[src/rtl/optimal_fscore_threshold_core_assert.svh]
// ----------------------------------------------------------------------------
// Assertion macros for the F-score threshold core
// Clocked implication checks on clk, disabled while rst_n is low.
// ----------------------------------------------------------------------------
`ifndef OPTIMAL_FSCORE_THRESHOLD_CORE_ASSERT_SVH
`define OPTIMAL_FSCORE_THRESHOLD_CORE_ASSERT_SVH

// same-cycle implication
`define OFSC_ASSERT_IMP(name, ante, cons, msg) \
  name: assert property (@(posedge clk) disable iff (!rst_n) (ante) |-> (cons)) \
    else $error(msg);

// next-cycle implication
`define OFSC_ASSERT_NXT(name, ante, cons, msg) \
  name: assert property (@(posedge clk) disable iff (!rst_n) (ante) |=> (cons)) \
    else $error(msg);

`endif

[src/rtl/ofsc_ratio_cmp.sv]
// ----------------------------------------------------------------------------
// ofsc_ratio_cmp
// Bit-serial cross multiply: tells whether a_num/a_den >= b_num/b_den.
// ----------------------------------------------------------------------------
module ofsc_ratio_cmp #(
  parameter int DW = 45
) (
  input  logic          clk,
  input  logic          rst_n,
  input  logic          start,
  input  logic [DW-1:0] a_num,
  input  logic [DW-1:0] a_den,
  input  logic [DW-1:0] b_num,
  input  logic [DW-1:0] b_den,
  output logic          done,
  output logic          ge
);

  localparam int PWID = 2 * DW;
  localparam int CNTW = $clog2(DW + 1);

  logic [PWID-1:0] mc_l_r, mc_r_r, acc_l_r, acc_r_r;
  logic [DW-1:0]   mp_l_r, mp_r_r;
  logic [CNTW-1:0] cnt_r;
  logic            busy_r, done_r;

  always_ff @(posedge clk) begin
    if (!rst_n) begin
      busy_r <= 1'b0;
      done_r <= 1'b0;
      cnt_r  <= '0;
    end else begin
      done_r <= 1'b0;
      if (start) begin
        busy_r <= 1'b1;
        cnt_r  <= CNTW'(DW);
      end else if (busy_r) begin
        cnt_r <= cnt_r - 1'b1;
        if (cnt_r == CNTW'(1)) begin
          busy_r <= 1'b0;
          done_r <= 1'b1;
        end
      end
    end
  end

  always_ff @(posedge clk) begin
    if (start) begin
      mc_l_r  <= PWID'(a_num);
      mp_l_r  <= b_den;
      mc_r_r  <= PWID'(b_num);
      mp_r_r  <= a_den;
      acc_l_r <= '0;
      acc_r_r <= '0;
    end else if (busy_r) begin
      if (mp_l_r[0]) acc_l_r <= acc_l_r + mc_l_r;
      if (mp_r_r[0]) acc_r_r <= acc_r_r + mc_r_r;
      mc_l_r <= mc_l_r << 1;
      mc_r_r <= mc_r_r << 1;
      mp_l_r <= mp_l_r >> 1;
      mp_r_r <= mp_r_r >> 1;
    end
  end

  assign done = done_r;
  assign ge   = acc_l_r >= acc_r_r;

endmodule

[config.mk]
export PLATFORM = sky130hd
export DESIGN_NAME = ofsc_ratio_cmp
export DESIGN_NICKNAME = d
export VERILOG_FILES = /design/src/rtl/optimal_fscore_threshold_core_assert.svh /design/src/rtl/ofsc_ratio_cmp.sv
export SDC_FILE = /design/constraint.sdc
export NUM_CORES = 1
export LEC_CHECK = 0
export ABC_CLOCK_PERIOD_IN_PS = 12200
export BUFFER_PORTS_ARGS = -buffer_cell sky130_fd_sc_hd__buf_2
export CAP_MARGIN = 40
export CORE_MARGIN = 3
export CORE_UTILIZATION = 34
export DETAILED_ROUTE_END_ITERATION = 8
export SLEW_MARGIN = 25
export SYNTH_ARGS = -nofsm -noshare
export SYNTH_HDL_FRONTEND = slang
export SYNTH_SLANG_ARGS = --single-unit
[constraint.sdc]
create_clock -name clk -period 12.2 [get_ports clk]
set_input_delay 2.44 -clock clk [delete_from_list [all_inputs] [get_ports clk]]
set_output_delay 2.44 -clock clk [all_outputs]
set_load 0.005 [all_outputs]
Word-level counts from Yosys, hierarchy flattened
Cells that the tools add are included.
- reductions and logical operators: 5
- muxes and demuxes: 14
- $add $sub $neg: 3
- equal/unequal tests: 1
- magnitude comparators: 1
- bitwise gates (word level): 2
- operator list (cell ; number):
    two-way mux 45 bit ; 8
    adder 90 bit ; 2
    >= comparator 90 bit ; 1
    two-way mux 6 bit ; 2
    == test 6 x 1 -> 1 bit, second input constant ; 1
    subtractor 6 x 1 -> 6 bit, second input constant ; 1
    two-way mux 1 bit ; 4
    AND reduction 2 bit ; 2
    OR reduction 3 bit ; 1
    NOT 1 bit ; 2
    nonzero test 2 bit ; 1
    OR reduction 2 bit ; 1
- bits of input ports: 183
- bits in registers: 458
- logic and storage cells: 38
- output and inout bits: 2

Longest topological paths before layout
- word-level depth: 4
- mapped depth: 14

Least setup slack after synthesis
OpenSTA, ideal clock, no wires.
- path kind: input port to flip-flop
- start: input port start
- end: register mc_l_r[0] (enable)
- library setup time: 1.455 ns
- required time: 10.745 ns
- cell stages on the path: 4
- slack: 4.738 ns
- arrival time: 6.007 ns
- cells stage by stage: inv_1 > clkbuf_1 > clkbuf_1 > nand2_1
- cells in the longest elaborated chain, start to end: 1
- RTL lines (what ; RTL line ; text):
    from (decl) ; ofsc_ratio_cmp.sv:10 ; input logic start,
    nonzero test 2 bit (no source line) ; n/a ;
    to (signal assigned) ; ofsc_ratio_cmp.sv:49 ; mc_l_r <= PWID'(a_num);
    to (signal assigned) ; ofsc_ratio_cmp.sv:58 ; mc_l_r <= mc_l_r << 1;
    to (decl) ; ofsc_ratio_cmp.sv:22 ; logic [PWID-1:0] mc_l_r, mc_r_r, acc_l_r, acc_r_r;
No other way between the ends.
A chain may end at the register's enable or synchronous reset.

Worst setup path after layout
- start: register acc_r_r[1]
- end: output port ge
- cells in the longest elaborated chain, start to end: 1
- RTL lines (what ; RTL line ; text):
    from (decl) ; ofsc_ratio_cmp.sv:22 ;
    from (signal assigned) ; ofsc_ratio_cmp.sv:57 ; if (mp_r_r[0]) acc_r_r <= acc_r_r + mc_r_r;
    >= comparator 90 bit ; ofsc_ratio_cmp.sv:66 ; assign ge = acc_l_r >= acc_r_r;
    to (decl) ; ofsc_ratio_cmp.sv:16 ; output logic ge
No other way between the ends.

==> reports/results.tsv <==
metric	value	unit
top post-synthesis cells by area	dfxtp_1 18%, edfxtp_1 18%, ha_1 11%, mux2_2 6.5%, a21oi_1 6.3%	
Clock Sinks	458	
# hold bufs at CTS	0	
Clock Power Share	39.9	%
number of H-tree levels	2	
CP arrival	3780	ps
main flop type after synthesis	dfxtp_1	
HP Class	flop to flop	
Syn. warnings	0	
Worst Path Buf+Inv	2	
status	completed	
routed len/inst	18.2	um
drt total wl	85100	um
Synthesized Nets	3847	
PostCTS Resize Cnt	0	
Final Hold Vio Count	0	
vias in the first global route	24300	
CP endpoint kind	output pin	
mapped cell area	0.0303	sq mm
CP peak stage delay	440	ps
clk buf depth	3	
GPL Wtd Cong	0.921	
Top Family by Delay on Critical Path	compound AO/OA/AOI/OAI gates	
layout cells sized above 1	14.6	%
area of the core	0.0876	sq mm
Die Y-Extent	304	um
combinational power share	17.3	%
Starting Density	34.6	%
Post-Route Setup TNS	0	ps
worst ir drop on vdd	0.119	mV
most frequent cells in the layout	410 x nand2_1, 383 x a21oi_1, 277 x dfxtp_1	
number of port buffers	184	
vias per cell	5.33	
initial antenna violation count	5	
Final WS setup	5980	ps
Die Area	0.0926	sq mm
HPWL Detailed	64300	um
total CTS buffers	53	
multiplexer share of the synthesized area	9.72	%
leak pwr	14.2	nW
fin nets	3938	
RSZ-0062 raised after global routing	false	
first-pass GRT wire length	133000	um
pre-CTS WS	6580	ps
Final min period	6220	ps
Via Count	25000	
initial DRC count	1553	
CP startpoint kind	flop	
final setup fails	0	
synth unique cells	98	
worst-margin pin slew	911	ps
Worst-Skew Late Latency	610	ps
Int Pwr	0.00299	W
Die Wd	304	um
pin count of the biggest net entering global routing	147	
Post-Synth XOR/XNOR Area	4.11	%
post-synthesis simple-gate area fraction	15.2	%
IO Count	185	
Synth Area in Compound Gates	19.4	%
most common cell after layout, fill and taps aside	nand2_1	
max cap viols	0	
Switching Share	27.9	%
post-synth top area cell	dfxtp_1	
Overall Global Routing Usage	17.6	%
power density over cell area	122	mW/mm^2
Layout area overhead	12.4	%
post-synthesis sequential area ratio	36.3	%
number of synthesized flops with an enable pin	180	
Avg Synthesized Cell Area	8.92	sq um
row cnt	108	
final clock skew	14.2	ps
largest fanout on the critical path	3	
CP max stage cell	o21ai_0	
main combinational cell family by area after synthesis	compound AO/OA/AOI/OAI gates	
fin crit share	51.0	%
root buffer cell	clkbuf_16	
Post-CTS Setup Bufs	0	
Detailed Routing Iterations Pass 1	5	
post-synthesis async set-or-reset flop share	0	%
total net switching power	0.00116	W
Synth Area in Adders	11.3	%
CTS tree	yes	
CP cell instances	inv_1 -> ha_1 -> nor2b_1 -> o21a_1 -> o21ai_0 -> a21oi_1 -> o31a_1 -> o21a_1 -> o21ai_0 -> a31oi_1 -> o21a_1 -> o21ai_0 -> o211ai_1 -> buf_2	
Worst slew margin	39.0	%
detailed-route DRC error count	0	
DRT antenna net count	0	
GR Overflow Total	0	
fmax	161	MHz
Worst-path clk slew	60	ps
worst endpoint required time	9760	ps
FF+latch count, synth	458	
sequential share of power	42.7	%
Cells after Synth	3392	
top cell type's share of synthesized area	18.4	%
Slew Viols, Final	0	
Setup CP Type	flop to output pin	
## layer usage
metal | part of all wire [%] | vias up | track usage [%]
met1 | 43 | 11800 | 21.4
met5 | 0 | - | 0
met2 | 50 | 533 | 31.9
met3 | 4.0 | 143 | 2.39
li1 | - | 12500 | -
met4 | 3.3 | 0 | 5.88
## power groups by stage
stage / registers, W / clock network, W / logic (W)
4_1_cts: 0.00178 / 0.00171 / 0.000717
3_3_place_gp: 0.00181 / 0 / 0.000707
3_5_place_dp: 0.00181 / 0 / 0.000712
6_report: 0.00177 / 0.00166 / 0.000718
5_1_grt: 0.00178 / 0.00177 / 0.000803
2_1_floorplan: 0.00177 / 0 / 0.000542
## stage by stage
stage / utilization (%) / cells / cell area [sq um] / hold slack [ps] / total power (W)
floorplan: - / 3392 / 30300 / 445 / 0.00232
global placement: 36.7 / 4580 / 32100 / 461 / 0.00251
detailed placement: 36.8 / 4582 / 32200 / 467 / 0.00252
CTS: 38.8 / 4679 / 34000 / 476 / 0.00420
global route: 38.8 / 4681 / 34000 / 487 / 0.00436
finish: 38.8 / 4682 / 34000 / 473 / 0.00415
## cell families (layout without fill, tap and decap cells)
family	after synthesis	after routing
AND/OR/NAND/NOR	999	999
AO/OA/AOI/OAI	932	932
flip-flops	458	458
buffers and inverters	317	450
adder cells (fa/ha/maj)	272	272
multiplexers	272	272
XOR/XNOR	142	142
other	0	2
## worst register-to-register path: stages (launching register included)
cell	delay (ps)
edfxtp_1	360
ha_1	210
inv_1	60
fa_1	370
and2b_1	250
o31ai_1	110
a21oi_1	310
o2111ai_1	220
a21oi_1	490
o31ai_2	200
o41ai_2	640
a21oi_1	280
nor3_1	360
o21ai_0	120
o311ai_1	70
## sequential cells by signal, summed over array words and instances, names as in the netlist
| register | count |
|---|---|
| acc_r_r | 90 |
| mp_l_r | 45 |
| mp_r_r | 45 |
| acc_l_r | 90 |
| mc_l_r | 90 |
| cnt_r | 6 |
| busy_r | 1 |
| done | 1 |
| mc_r_r | 90 |
## synthesized netlist by cell type, types with 13 or more instances
cell type and n:
and3_1 17, a31oi_1 17, nand3_1 38, dfxtp_1 278
nand2_1 413, nand2b_1 24, nor2_1 246, inv_1 147
o21bai_1 40, a211oi_1 29, and2_1 18, nor4_1 23
mux2i_1 97, o21a_1 20, nand4_1 89, mux2_2 174
edfxtp_1 180, a21boi_0 16, nor2b_1 22, xnor2_1 78
o21ai_1 17, a21o_1 135, xor2_1 64, o21ai_0 140
ha_1 270, buf_1 16, or3_1 15, buf_2 17
o211ai_1 13, nor3_1 46, clkbuf_1 135, a21oi_1 383
## worst paths after layout
check | startpoint | end | slack, ps | cells past startpoint
max | acc_r_r[1] | ge | 5980 | 14
min | acc_r_r[35] | acc_r_r[35] | 470 | 2
max reg2reg | mc_l_r[0] | acc_l_r[88] | 8050 | 14
min reg2reg | acc_r_r[35] | acc_r_r[35] | 470 | 2
## cell type report
type | instances | area [sq um]
fillers | 8981 | 53600
multi-input cells | 2617 | 18100
flip-flops and latches | 458 | 11000
clock buffers | 74 | 1510
well taps | 1155 | 1450
repair buffers | 206 | 1160
inverters | 147 | 552
clock inverters | 23 | 280
diodes | 2 | 5.00
Power figures use the tool's default switching activity.
